File: config.mk
export PLATFORM = sky130hd
export DESIGN_NAME = marquee_scroll_timer_core
export DESIGN_NICKNAME = d
export VERILOG_FILES = /design/src/rtl/core/mst_pkg.sv /design/src/rtl/core/mst_engine.sv /design/src/rtl/core/marquee_scroll_timer_core.sv
export VERILOG_INCLUDE_DIRS = /design/src /design/src/rtl/core
export SDC_FILE = /design/constraint.sdc
export NUM_CORES = 1
export LEC_CHECK = 0
export ABC_AREA = 1
export BUFFER_PORTS_ARGS = -buffer_cell sky130_fd_sc_hd__buf_2
export CORE_MARGIN = 2
export CORE_UTILIZATION = 40
export CTS_CLUSTER_DIAMETER = 100
export DETAILED_ROUTE_END_ITERATION = 10
export RECOVER_POWER = 25
export SETUP_SLACK_MARGIN = 0.15
export SYNTH_ARGS = -nofsm -noshare
export SYNTH_HDL_FRONTEND = slang
export SYNTH_SLANG_ARGS = --single-unit
File: constraint.sdc
create_clock -name clock -period 4.15 [get_ports clock]
set_input_delay 0.83 -clock clock [delete_from_list [all_inputs] [get_ports clock]]
set_output_delay 0.83 -clock clock [all_outputs]
set_load 0.01 [all_outputs]
File: src/rtl/core/assert_macros.svh
// assertion helpers shared by the rtl
`ifndef ASSERT_MACROS_SVH
`define ASSERT_MACROS_SVH

`ifndef SYNTHESIS
// expression must hold at every edge outside reset
`define ASSERT_ALWAYS(lbl, clk, rst, expr) \
   lbl: assert property (@(posedge clk) disable iff (rst) (expr)) \
      else $error("assertion failed");
// antecedent implies consequent in the same cycle
`define ASSERT_IMPLY(lbl, clk, rst, ante, cons) \
   lbl: assert property (@(posedge clk) disable iff (rst) (ante) |-> (cons)) \
      else $error("assertion failed");
`else
`define ASSERT_ALWAYS(lbl, clk, rst, expr)
`define ASSERT_IMPLY(lbl, clk, rst, ante, cons)
`endif

`endif

File: src/rtl/core/mst_pkg.sv
`default_nettype none
package mst_pkg;

   // field widths
   localparam int MODE_W    = 2;
   localparam int TEXT_W    = 12;
   localparam int SHOW_W    = 21;
   localparam int ELAPSED_W = 20;
   localparam int SCROLL_W  = 13;
   localparam int SPEED_W   = 10;
   localparam int CSR_ADDR_W = 2;

   // display geometry
   localparam logic [TEXT_W-1:0] DISPLAY_WIDTH  = 12'd32;
   localparam logic [TEXT_W-1:0] MAX_TEXT_WIDTH = 12'd4095;

   // event kinds
   localparam logic [MODE_W-1:0] MODE_TICK    = 2'd0;
   localparam logic [MODE_W-1:0] MODE_MESSAGE = 2'd1;
   localparam logic [MODE_W-1:0] MODE_RESET   = 2'd2;

   // register indexes
   localparam logic [CSR_ADDR_W-1:0] CSR_SCROLL_WAIT  = 2'd0;
   localparam logic [CSR_ADDR_W-1:0] CSR_SCROLL_SPEED = 2'd1;
   localparam logic [CSR_ADDR_W-1:0] CSR_DEFAULT_SHOW = 2'd2;

   // register reset values
   localparam logic [SCROLL_W-1:0] SCROLL_WAIT_RST  = 13'd1000;
   localparam logic [SPEED_W-1:0]  SCROLL_SPEED_RST = 10'd50;
   localparam logic [SHOW_W-1:0]   SHOW_FOREVER     = '1;

   typedef struct packed {
      logic [SCROLL_W-1:0] scroll_wait;
      logic [SPEED_W-1:0]  scroll_speed;
      logic [SHOW_W-1:0]   default_show_time;
   } cfg_type;

   typedef struct packed {
      logic [MODE_W-1:0] mode;
      logic [TEXT_W-1:0] text_width;
      logic [SHOW_W-1:0] show_time;
   } item_type;

   typedef struct packed {
      logic              reset_allowed;
      logic              showing;
      logic              cleared;
      logic              redraw;
      logic [TEXT_W-1:0] offset;
   } result_type;

endpackage
`default_nettype wire

File: src/rtl/core/mst_engine.sv
`default_nettype none
module mst_engine (
   input  wire logic               clock,
   input  wire logic               reset,
   input  wire logic               fire,
   input  wire mst_pkg::item_type  item,
   input  wire mst_pkg::cfg_type   cfg,
   output mst_pkg::result_type     result
);

   logic                           is_showing_ff, is_showing_in;
   logic                           is_scrolling_ff, is_scrolling_in;
   logic [mst_pkg::TEXT_W-1:0]     pixel_offset_ff, pixel_offset_in;
   logic [mst_pkg::TEXT_W-1:0]     message_width_ff, message_width_in;
   logic [mst_pkg::SHOW_W-1:0]     show_limit_ff, show_limit_in;
   logic [mst_pkg::ELAPSED_W-1:0]  show_elapsed_ff, show_elapsed_in;
   logic [mst_pkg::SCROLL_W-1:0]   scroll_elapsed_ff, scroll_elapsed_in;

   logic [mst_pkg::ELAPSED_W-1:0]  show_inc;
   logic [mst_pkg::SCROLL_W-1:0]   scroll_inc;
   logic [mst_pkg::TEXT_W-1:0]     end_pos;
   logic [mst_pkg::TEXT_W-1:0]     width_clip;
   logic [mst_pkg::SHOW_W-1:0]     limit_pick;
   logic                           stop;
   logic                           wait_done;
   logic                           step_done;

   // saturating tick counters and show expiry
   assign show_inc   = (show_elapsed_ff != '1) ? show_elapsed_ff + 20'd1 : show_elapsed_ff;
   assign scroll_inc = (scroll_elapsed_ff != '1) ? scroll_elapsed_ff + 13'd1
                                                 : scroll_elapsed_ff;
   assign stop = is_showing_ff && (show_limit_ff != mst_pkg::SHOW_FOREVER)
                 && ({1'b0, show_inc} >= show_limit_ff);
   assign end_pos   = message_width_ff + 12'd2 - mst_pkg::DISPLAY_WIDTH;
   assign wait_done = scroll_inc >= cfg.scroll_wait;
   assign step_done = scroll_inc >= {3'b000, cfg.scroll_speed};

   // new message width and show time
   assign width_clip = (item.text_width > mst_pkg::MAX_TEXT_WIDTH) ? mst_pkg::MAX_TEXT_WIDTH
                                                                   : item.text_width;
   assign limit_pick = ((item.show_time == '0) ||
                        (item.show_time[mst_pkg::SHOW_W-1] &&
                         item.show_time != mst_pkg::SHOW_FOREVER))
                       ? cfg.default_show_time : item.show_time;

   // event decode
   always_comb begin
      is_showing_in     = is_showing_ff;
      is_scrolling_in   = is_scrolling_ff;
      pixel_offset_in   = pixel_offset_ff;
      message_width_in  = message_width_ff;
      show_limit_in     = show_limit_ff;
      show_elapsed_in   = show_elapsed_ff;
      scroll_elapsed_in = scroll_elapsed_ff;
      result.offset        = pixel_offset_ff;
      result.redraw        = 1'b0;
      result.cleared       = 1'b0;
      result.reset_allowed = 1'b0;
      unique case (item.mode)
         mst_pkg::MODE_TICK: begin
            show_elapsed_in   = show_inc;
            scroll_elapsed_in = scroll_inc;
            if (stop) begin
               is_showing_in   = 1'b0;
               is_scrolling_in = 1'b0;
               result.cleared  = 1'b1;
            end else if (is_scrolling_ff) begin
               // hold at both ends, step in between
               priority if (pixel_offset_ff == '0) begin
                  if (wait_done) begin
                     result.redraw     = 1'b1;
                     scroll_elapsed_in = '0;
                     pixel_offset_in   = 12'd1;
                  end
               end else if (pixel_offset_ff == end_pos) begin
                  if (wait_done) begin
                     result.redraw     = 1'b1;
                     scroll_elapsed_in = '0;
                     pixel_offset_in   = '0;
                  end
               end else if (step_done) begin
                  result.redraw     = 1'b1;
                  result.offset     = pixel_offset_ff + 12'd1;
                  scroll_elapsed_in = '0;
                  pixel_offset_in   = pixel_offset_ff + 12'd1;
               end
            end
         end
         mst_pkg::MODE_MESSAGE: begin
            show_limit_in     = limit_pick;
            message_width_in  = width_clip;
            is_scrolling_in   = width_clip > mst_pkg::DISPLAY_WIDTH;
            pixel_offset_in   = '0;
            show_elapsed_in   = '0;
            scroll_elapsed_in = '0;
            is_showing_in     = 1'b1;
            result.redraw     = 1'b1;
            result.offset     = '0;
         end
         mst_pkg::MODE_RESET: begin
            if (!is_showing_ff) begin
               result.reset_allowed = 1'b1;
            end else if (show_limit_ff == mst_pkg::SHOW_FOREVER) begin
               is_showing_in        = 1'b0;
               is_scrolling_in      = 1'b0;
               result.cleared       = 1'b1;
               result.reset_allowed = 1'b1;
            end
         end
         default: begin
         end
      endcase
      result.showing = is_showing_in;
   end

   // state registers
   always_ff @(posedge clock) begin
      if (reset) begin
         is_showing_ff     <= 1'b0;
         is_scrolling_ff   <= 1'b0;
         pixel_offset_ff   <= '0;
         message_width_ff  <= '0;
         show_limit_ff     <= '0;
         show_elapsed_ff   <= '0;
         scroll_elapsed_ff <= '0;
      end else if (fire) begin
         is_showing_ff     <= is_showing_in;
         is_scrolling_ff   <= is_scrolling_in;
         pixel_offset_ff   <= pixel_offset_in;
         message_width_ff  <= message_width_in;
         show_limit_ff     <= show_limit_in;
         show_elapsed_ff   <= show_elapsed_in;
         scroll_elapsed_ff <= scroll_elapsed_in;
      end
   end

endmodule
`default_nettype wire

File: src/rtl/core/marquee_scroll_timer_core.sv
// an accepted item passes through the input register and then the result register
// one item per cycle while the result side keeps rsp_tready high; the event update is combinational
// an input register and a result register let both sides stall independently
// reset (synchronous, active high) clears the banner state and loads
// the register defaults: scroll_wait 1000, scroll_speed 50, show time forever
`default_nettype none
`include "assert_macros.svh"
module marquee_scroll_timer_core (
   input  wire logic        clock,
   input  wire logic        reset,
   input  wire logic        req_tvalid,
   output logic             req_tready,
   input  wire logic [39:0] req_tdata,   // text_width[11:0], show_time[32:12], zero fill
   input  wire logic [1:0]  req_tuser,   // mode[1:0]
   output logic             rsp_tvalid,
   input  wire logic        rsp_tready,
   output logic [15:0]      rsp_tdata,   // offset[11:0], redraw, cleared, showing,
                                         // reset_allowed
   input  wire logic        csr_we,
   input  wire logic [1:0]  csr_addr,
   input  wire logic [20:0] csr_wdata
);

   mst_pkg::cfg_type    cfg_ff;
   mst_pkg::item_type   inp_item_ff;
   logic                inp_valid_ff;
   mst_pkg::result_type out_data_ff;
   logic                out_valid_ff;
   mst_pkg::item_type   req_item;
   mst_pkg::result_type result;
   logic                move;

   // configuration registers
   always_ff @(posedge clock) begin
      if (reset) begin
         cfg_ff.scroll_wait       <= mst_pkg::SCROLL_WAIT_RST;
         cfg_ff.scroll_speed      <= mst_pkg::SCROLL_SPEED_RST;
         cfg_ff.default_show_time <= mst_pkg::SHOW_FOREVER;
      end else if (csr_we) begin
         unique case (csr_addr)
            mst_pkg::CSR_SCROLL_WAIT:  cfg_ff.scroll_wait  <= csr_wdata[12:0];
            mst_pkg::CSR_SCROLL_SPEED: cfg_ff.scroll_speed <= csr_wdata[9:0];
            mst_pkg::CSR_DEFAULT_SHOW: cfg_ff.default_show_time <= csr_wdata;
            default: begin
            end
         endcase
      end
   end

   // unpack the incoming item
   assign req_item.mode       = req_tuser;
   assign req_item.text_width = req_tdata[11:0];
   assign req_item.show_time  = req_tdata[32:12];

   // handshake: the input register moves whenever the result register frees
   assign move       = inp_valid_ff && (!out_valid_ff || rsp_tready);
   assign req_tready = !inp_valid_ff || move;

   // input register
   always_ff @(posedge clock) begin
      if (reset) begin
         inp_valid_ff <= 1'b0;
      end else if (req_tready) begin
         inp_valid_ff <= req_tvalid;
      end
   end

   always_ff @(posedge clock) begin
      if (req_tvalid && req_tready) begin
         inp_item_ff <= req_item;
      end
   end

   // event engine holding the banner state
   mst_engine u_engine (
      .clock  (clock),
      .reset  (reset),
      .fire   (move),
      .item   (inp_item_ff),
      .cfg    (cfg_ff),
      .result (result)
   );

   // result register
   always_ff @(posedge clock) begin
      if (reset) begin
         out_valid_ff <= 1'b0;
      end else if (move) begin
         out_valid_ff <= 1'b1;
      end else if (rsp_tready) begin
         out_valid_ff <= 1'b0;
      end
   end

   always_ff @(posedge clock) begin
      if (move) begin
         out_data_ff <= result;
      end
   end

   assign rsp_tvalid = out_valid_ff;
   assign rsp_tdata  = {out_data_ff.reset_allowed, out_data_ff.showing,
                        out_data_ff.cleared, out_data_ff.redraw, out_data_ff.offset};

   // checks
   `ASSERT_IMPLY(a_cleared_not_showing, clock, reset, out_valid_ff && out_data_ff.cleared, !out_data_ff.showing)
   `ASSERT_IMPLY(a_redraw_showing, clock, reset, out_valid_ff && out_data_ff.redraw, out_data_ff.showing)
   `ASSERT_ALWAYS(a_allowed_no_redraw, clock, reset, !(out_data_ff.reset_allowed && out_data_ff.redraw && out_valid_ff))
   `ASSERT_IMPLY(a_full_stall_blocks, clock, reset, inp_valid_ff && out_valid_ff && !rsp_tready, !req_tready)

endmodule
`default_nettype wire
Word-level counts from Yosys, hierarchy flattened
Cells that the tools add are included.
W data, S select, Z words.
{ "op_classes": {"n_lt_le_gt_ge": 5, "n_addsub": 5, "reduce_logical": 24, "mux": 44, "eq_ne": 18} }
{ "ops": {"columns": ["operator", "n"], "rows": [
  ["$mux W13", 10],
  ["$mux W12", 10],
  ["$pmux W13 S2", 2],
  ["$ne A21 B21 Y1 const B", 2],
  ["$pmux W20 S2", 1],
  ["$pmux W12 S2", 1],
  ["$eq A21 B21 Y1 const B", 1],
  ["$ge A20 B21 Y1", 1],
  ["$logic_not A21 Y1", 1],
  ["$mux W21", 1],
  ["$add A20 B1 Y20 const B", 1],
  ["$mux W20", 1],
  ["$ne A20 B20 Y1 const B", 1],
  ["$mux W1", 15],
  ["$add A13 B1 Y13 const B", 1],
  ["$ge A13 B10 Y1", 1],
  ["$ge A13 B13 Y1", 1],
  ["$ne A13 B13 Y1 const B", 1],
  ["$add A12 B1 Y12 const B", 1],
  ["$add A12 B2 Y12 const B", 1],
  ["$eq A12 B12 Y1", 1],
  ["$gt A12 B12 Y1 const B", 1],
  ["$gt A12 B6 Y1 const B", 1],
  ["$logic_not A12 Y1", 1],
  ["18 further kinds", 38]
]} }
{ "totals": {"input_bits": 70, "output_inout_bits": 18, "wordCells": 116, "register_bits": 177} }

Logic depth before layout (Yosys ltp)
Gate-level depths: netlist (run 1).
{ "logic_depth": {"depth_word": 9, "depth_mapped": 27, "ltp_nobuf": 26} }

Hierarchy
Synthesis (run 1) repeated with hierarchy kept, for this count alone.
{ "unflattened": {"hier_cells": 1381, "hier_area_um2": 10063.4} }
{ "modules_own_cells": {"columns": ["mod", "seq_area_each_um2", "cells_each", "area_per_inst_um2", "n_inst"], "rows": [
  ["mst_engine", 1601.5, 1089, 6729.0, 1],
  ["marquee_scroll_timer_core", 2452.4, 292, 3334.4, 1]
]} }

Least setup slack after synthesis (run 1)
Ideal clock, no wire load.
{ "synth_timing": {"path_type": "register to register", "from": "register u_engine.show_elapsed_ff[0] in the netlist's numbering", "to": "register out_data_ff, in the netlist rsp_tdata[6] (data pin)", "t_required_ns": 3.884, "synth_period_minus_slack_ns": 3.356, "arrival_ns": 3.091, "stages_incl_launch_ff": 23, "slack_ns": 0.794, "setup_ns": 0.266, "path_buffers": 1, "path_cell_list": "dfxtp_1 > ha_1 > nand2_1 > nor3_1 > nand3_1 > nor3_1 > nand3_1 > buf_2 > nand4_1 > xnor2_1 > ha_1 > a21oi_1 > o21ai_0 > a21oi_1 > nand4_1 > nand2_1 > nand2_1 > inv_1 > nand3_2 > nor2_1 > nand2_1 > nand3_1 > o21ai_0"} }
{ "synth_lines": {"columns": ["item", "line_no", "rtl"], "rows": [
  ["start, declared", "mst_engine.sv:16", "logic [mst_pkg::ELAPSED_W-1:0] show_elapsed_ff, show_elapsed_in;"],
  ["start signal, assigned", "mst_engine.sv:132", "show_elapsed_ff <= show_elapsed_in;"],
  ["end signal, assigned", "marquee_scroll_timer_core.sv:97", "out_data_ff <= result;"],
  ["end, declared", "marquee_scroll_timer_core.sv:27", "mst_pkg::result_type out_data_ff;"]
]} }

==> flow_metrics.py, run 1 <==
metrics = {
    "outcome": {
        "outcome": "finished, violations left",
        "violations": "max-capacitance violations, max-slew violations",
    },
    "routing": {
        "wl_met1_mm": 11.3,
        "route.top_layer_used": "met4",
        "dr.pass1.iters": 7,
        "routed_wl_mm": 24.7,
        "num_vias": 8668,
        "wl_per_cell_um": 14.3,
        "met2_length_mm": 12.0,
        "ant_nets": 0,
        "route.met3.wl_um": 907,
        "vias_per_cell": 4.99,
        "drc_errors": 0,
        "drtIter0Drc": 494,
    },
    "floorplan": {
        "core_area_sq_um": 23600,
        "rows": 56,
        "start_util": 0.411,
        "die_h_um": 160,
        "die_x_um": 160,
        "io_pins": 88,
        "dieArea_sq_um": 25500,
    },
    "logic_synthesis": {
        "async_flop_share": 0,
        "synth_xor_area_frac": 0.0303,
        "synth_nets": 1429,
        "synth_fa_ha_area_frac": 0.0619,
        "synthSimpleGateAreaFrac": 0.275,
        "synth_commonest_cells": "332 x nand2_1, 182 x inv_1, 126 x dfxtp_1, 116 x nor2_1, 93 x a21oi_1",
        "synth_area_per_cell_sq_um": 7.40,
        "yosysTopAreaCellShare": 0.260,
        "yosys_most_used_dff": "dfxtp_1",
        "yosysUniqueCellTypes": 51,
        "synth-compound-area-share": 0.126,
        "yosys_warnings": 0,
        "synth_top_family_by_area": "simple AND/OR/NAND/NOR gates",
        "synth.largest_area_cell": "dfxtp_1",
        "muxShareOfSynthArea": 0,
        "syn_inst": 1311,
        "synthTopCellsByArea": "dfxtp_1 26%, edfxtp_1 16%, nand2_1 13%",
        "seq_area_frac_synth": 0.418,
        "yosys_register_bits": 177,
        "syn_area_sq_um": 9700,
        "synth_edf_count": 51,
        "synth_most_common_cell": "nand2_1",
    },
    "cells_and_area": {
        "syn2layout_area_growth_pct": 16.8,
        "drive_above_1_share": 0.127,
        "fillCellCount": 2367,
        "nets": 1522,
        "n_antenna_cell": 0,
        "final_area_sq_um": 11300,
        "final_core_util": 0.480,
    },
    "setup_path": {
        "critical_path_class": "reg2reg",
        "crit_start": "u_engine.show_elapsed_ff[0]$_SDFFE_PP0P_",
        "r2r_start": "u_engine.show_elapsed_ff[0]$_SDFFE_PP0P_",
        "worstPathArrival_ps": 4000,
        "r2r_end": "rsp_tdata[1]$_DFFE_PP_",
        "cp.required_ps": 4330,
        "critPathCaptureType": "flip-flop",
        "reg2reg_slack_ps": 330,
        "startpoint_type": "flip-flop",
        "crit_end": "rsp_tdata[1]$_DFFE_PP_",
        "reg2reg_depth": 26,
        "crit_path_max_fanout": 3,
    },
    "placement": {
        "io_buffers": 80,
        "place.gp.congestion": 0.836,
        "placed_area_sq_um": 10500,
        "dp_slack_ps": 205,
        "hpwl_mm": 18.2,
    },
    "hold_path": {
        "hold_class": "reg2reg",
    },
    "clock_tree": {
        "cts_tree": "done",
        "cts_buffers": 17,
        "clkLatencyLatePin_ps": 440,
        "cts-htree-levels": 4,
        "cts_hold_buffers": 0,
        "cts_root_buf": "clkbuf_16",
        "clk_pin_slew_ps": 70,
        "clockBufferDepth": 2,
        "clock_sinks": 177,
    },
    "sta": {
        "finalSetupViolCount": 0,
        "rsz0062_at_grt": "yes",
        "layout_setup_ws_ps": 332,
        "finalCritPeriodShare": 0.920,
        "maxSlewHeadroom": -0.247,
        "fmax_mhz": 262,
        "fin_tns_setup_ps": 0,
        "worst_slew_pin_slew_ps": 1870,
        "hold_viol_final": 0,
        "period_needed_ps": 3820,
        "fin_skew_ps": 11.9,
        "slew_violations": 39,
    },
    "global_routing": {
        "grt_usage": 0.192,
        "grt_max_degree": 72,
        "grt_pass1_wl_mm": 39.8,
        "antenna_found_initial": 0,
        "grt_pass1_vias": 8113,
        "grt_overflow_total": 0,
    },
    "flow_run": {
        "max_cap_viol_count": 1,
    },
    "pwr": {
        "pwr_density_cell_nw_per_um2": 347,
        "p_leak_nw": 5.08,
        "finalPower_w": 0.00393,
        "ir_drop_mv": 0.194,
    },
}
[worst max-delay path: stages (launching register included)]
cell and delay, ps:
dfxtp_1 360, ha_1 180, nand2_1 110, nor3_4 160, nand3_2 110, nor3_2 170
nand3_1 120, buf_4 170, nand2_1 80, nor2_1 80, nand2_1 110, xnor2_2 90
ha_1 310, nand2_1 80, nor2_2 130, nand2_1 70, nor2_1 100, o21ai_0 100
nand4_1 170, nand2_1 110, nand2_1 150, inv_1 80, nand3_2 80, nor2_2 60
buf_4 160, o21ai_0 140, o21ai_1 80
[sequential cells by signal, indices dropped and copies added, names as in the netlist]
name and cells:
cfg_ff 44, inp_item_ff 35, inp_valid_ff 1, rsp_tdata 16, rsp_tvalid 1, u_engine.is_scrolling_ff 1
u_engine.is_showing_ff 1, u_engine.message_width_ff 12, u_engine.pixel_offset_ff 12, u_engine.scroll_elapsed_ff 13, u_engine.show_elapsed_ff 20, u_engine.show_limit_ff 21
[layout by cell type, fill, tap and decap left out, types with 4 or more instances in the layout]
cell and instances:
nor2_1 111, xor2_1 19, o211ai_1 36, clkbuf_1 13, inv_6 6, dfxtp_1 125
nor3b_1 4, nor2_2 7, nand4_1 31, nand3_1 70, nand2_1 330, nand2_2 6
o21ai_1 11, inv_1 182, nor2_4 4, buf_2 68, edfxtp_1 51, nand3_2 9
o22ai_1 8, buf_4 29, a21oi_1 93, xnor2_1 7, o21ai_0 60, ha_1 47
clkbuf_16 18, nor3_1 16, nor4_1 7
[where the power goes]
group | internal, W | total (W) | switching (W)
clock | 0.000853 | 0.00162 | 0.000762
combinational | 0.000140 | 0.000415 | 0.000275
sequential | 0.00185 | 0.00190 | 0.0000470
total | 0.00284 | 0.00393 | 0.00108
[through the flow]
step	hold slack (ps)	cells
6_report	467	1736
5_1_grt	490	1736
3_3_place_gp	455	1694
4_1_cts	470	1726
3_5_place_dp	456	1694
2_1_floorplan	435	1311
[per-layer routing]
| metal | global-route usage | vias up |
|---|---|---|
| li1 | - | 4509 |
| met1 | 0.244 | 3938 |
| met2 | 0.335 | 184 |
| met3 | 0.0288 | 37 |
| met4 | 0.0620 | 0 |
| met5 | 0 | - |
[cell families (layout without fill, tap and decap cells)]
| family | after synthesis | after routing |
|---|---|---|
| and+or+nand+nor | 609 | 612 |
| AOI/OAI and AO/OA | 219 | 219 |
| adders and majority gates | 48 | 48 |
| DFF | 177 | 177 |
| xor gates and xnor gates | 32 | 32 |
| buffers and inverters | 226 | 329 |
[final cells by class]
cell class	count	area, sq um	area share
clock buffers	19	464	0.0410
clock inverters	13	133	0.0117
inverters	186	698	0.0616
multi-input cells	911	4950	0.437
flip-flops and latches	177	4060	0.358
well taps	319	399	0.0352
repair buffers	111	627	0.0553
[worst min-delay path by stage]
stage	startpoint	end	slack (ps)	depth (start not counted)
after floorplan	cfg_ff[33]$_SDFFE_PP0P_	cfg_ff[33]$_SDFFE_PP0P_	440	2
after global placement	cfg_ff[28]$_SDFFE_PP0P_	cfg_ff[28]$_SDFFE_PP0P_	450	2
after detailed placement	cfg_ff[2]$_SDFFE_PP1P_	cfg_ff[2]$_SDFFE_PP1P_	460	2
after CTS	cfg_ff[33]$_SDFFE_PP0P_	cfg_ff[33]$_SDFFE_PP0P_	470	2
after global routing	cfg_ff[41]$_SDFFE_PP0P_	cfg_ff[41]$_SDFFE_PP0P_	490	2
final	cfg_ff[41]$_SDFFE_PP0P_	cfg_ff[41]$_SDFFE_PP0P_	470	2
[timing repair]
item,in CTS,in global routing
buffers inserted,0,7
resized for setup,0,28
endpoints found under the setup margin,0,39
Power figures use the tool's default switching activity.
==> inputs of run 2 (changes only) <==
==> constraint.sdc (replaced) <==
create_clock -name clock -period 4.1 [get_ports clock]
set_input_delay 0.82 -clock clock [delete_from_list [all_inputs] [get_ports clock]]
set_output_delay 0.82 -clock clock [all_outputs]
set_load 0.01 [all_outputs]
==> flow_metrics.py, run 2 (synthesis gave the netlist of run 1 again) <==
metrics = {
    "pwr": {
        "clockPowerShare": 0.396,
        "combPwrFrac": 0.110,
        "ir_drop_mv": 0.210,
        "p_leak_nw": 5.11,
        "finalPower_w": 0.00388,
        "pwr_density_cell_nw_per_um2": 341,
        "sw_frac_of_total": 0.272,
        "power.internal_w": 0.00283,
        "pwr-share-seq": 0.494,
        "power.switching_w": 0.00105,
    },
    "setup_path": {
        "cp_cell_sequence": "ha_4, nand2_4, nor3_4, nand3_2, nor3_2, nand3_2, buf_6, nand4_1, xnor2_2, ha_1, buf_4, nand2_1, inv_1, nand4_1, nor2_1, nand2_1, nand4_1, nand2_1, nand2_2, inv_2, nand3_4, buf_6, o21ai_0, o21ai_1",
        "critical_path_class": "reg2reg",
        "cp_slowest_stage_delay_ps": 370,
        "startpoint_type": "flip-flop",
        "cp.required_ps": 4260,
        "critPathCaptureType": "flip-flop",
        "crit_path_max_fanout": 8,
        "path_delay_family": "simple AND/OR/NAND/NOR gates",
        "worstPathArrival_ps": 3880,
        "crit_slowest_cell": "dfxtp_4",
        "timing.critical_path.buf_inv": 5,
    },
    "floorplan": {
        "io_pins": 88,
        "dieArea_sq_um": 25500,
        "rows": 56,
        "die_x_um": 160,
        "start_util": 0.411,
        "die_h_um": 160,
        "core_area_sq_um": 23600,
    },
    "global_routing": {
        "grt_max_degree": 60,
        "grt_pass1_wl_mm": 40.0,
        "grt_usage": 0.194,
        "grt_pass1_vias": 8044,
        "antenna_found_initial": 0,
        "grt_overflow_total": 0,
    },
    "outcome": {
        "violations": "max-capacitance violations, max-slew violations",
        "outcome": "finished, violations left",
    },
    "clock_tree": {
        "cts_tree": "done",
        "cts_hold_buffers": 0,
        "cts-htree-levels": 4,
        "clock_sinks": 177,
        "clockBufferDepth": 2,
        "clk_pin_slew_ps": 70,
        "cts_root_buf": "clkbuf_16",
        "cts_buffers": 17,
        "clkLatencyLatePin_ps": 430,
    },
    "sta": {
        "rsz0062_at_grt": "no",
        "finalCritPeriodShare": 0.907,
        "period_needed_ps": 3720,
        "fmax_mhz": 269,
        "fin_skew_ps": 9.04,
        "finalSetupViolCount": 0,
        "worst_slew_pin_slew_ps": 1920,
        "maxSlewHeadroom": -0.280,
        "hold_viol_final": 0,
        "fin_tns_setup_ps": 0,
        "slew_violations": 99,
    },
    "flow_run": {
        "max_cap_viol_count": 2,
    },
    "routing": {
        "dr.pass1.iters": 5,
        "drc_errors": 0,
        "ant_nets": 0,
        "wl_per_cell_um": 14.2,
        "routed_wl_mm": 24.7,
        "num_vias": 8684,
        "vias_per_cell": 5.00,
        "drtIter0Drc": 539,
    },
    "hold_path": {
        "hold_class": "reg2reg",
    },
    "cells_and_area": {
        "fillCellCount": 2380,
        "regMostFlops": "cfg_ff",
        "largest_reg_flops": 44,
        "multi_input_area_sq_um": 5020,
        "drive_above_1_share": 0.140,
        "final_common_cell": "nand2_1",
        "nets": 1522,
        "n_antenna_cell": 0,
        "seq_area_sq_um": 4060,
        "layout_common_cells": "326 x nand2_1, 182 x inv_1, 120 x dfxtp_1",
        "biggestRegsByFlops": "cfg_ff (44), inp_item_ff (35), u_engine.show_limit_ff (21)",
        "syn2layout_area_growth_pct": 17.3,
    },
    "placement": {
        "io_buffers": 80,
        "place.gp.congestion": 0.840,
        "hpwl_mm": 18.2,
    },
}
==> run 2: layout make-up <==
class / count / share of cell area
clock buffer: 20 / 0.0393
clock inverter: 12 / 0.00902
inverter: 186 / 0.0614
multi-input combinational: 911 / 0.441
sequential: 177 / 0.357
tap: 319 / 0.0351
timing repair buffer: 111 / 0.0564
==> run 2: repair_timing <==
item	in CTS	in global routing
endpoints found under the setup margin	2	41
resized for setup	1	56
pin swaps	0	21
cloned	0	3
setup buffers	0	8
==> run 2: worst paths after layout <==
kind	from	endpoint	slack [ps]	depth (start not counted)
worst max-delay path	u_engine.show_elapsed_ff[1]$_SDFFE_PP0P_	rsp_tdata[8]$_DFFE_PP_	380	24
worst min-delay path	cfg_ff[33]$_SDFFE_PP0P_	cfg_ff[33]$_SDFFE_PP0P_	460	2
worst max register to register	u_engine.show_elapsed_ff[1]$_SDFFE_PP0P_	rsp_tdata[8]$_DFFE_PP_	380	24
worst min register to register	cfg_ff[33]$_SDFFE_PP0P_	cfg_ff[33]$_SDFFE_PP0P_	460	2
==> run 2: power by group through the flow <==
stage	logic, W	clock network, W	registers, W
2_1_floorplan	0.000278	0	0.00195
3_3_place_gp	0.000403	0	0.00196
3_5_place_dp	0.000408	0	0.00196
4_1_cts	0.000410	0.00157	0.00192
5_1_grt	0.000484	0.00166	0.00193
6_report	0.000427	0.00154	0.00192
==> run 2: worst register-to-register path: stages (launching register included) <==
cell and delay, ps:
dfxtp_4 370, ha_4 150, nand2_4 60, nor3_4 210
nand3_2 120, nor3_2 240, nand3_2 140, buf_6 160
nand4_1 110, xnor2_2 110, ha_1 340, buf_4 150
nand2_1 50, inv_1 40, nand4_1 70, nor2_1 50
nand2_1 50, nand4_1 200, nand2_1 180, nand2_2 100
inv_2 90, nand3_4 80, buf_6 140, o21ai_0 160
o21ai_1 90
==> run 2: stage by stage <==
step           std cells  setup WS [ps]  cell area (sq um)   util  hold WS [ps]
3_5_place_dp        1693            164              10500  0.446           454
2_1_floorplan       1311            744               9700      -           435
4_1_cts             1725            155              11100  0.469           467
5_1_grt             1736            105              11400  0.482           489
3_3_place_gp        1693            282              10500  0.446           454
6_report            1736            379              11400  0.482           465
==> run 2: routing by layer <==
layer,up-vias,routed length (um),GRT usage
li1,4512,-,-
met1,3943,11200,0.250
met2,191,11900,0.330
met3,38,983,0.0348
met4,0,563,0.0595
met5,-,0,0
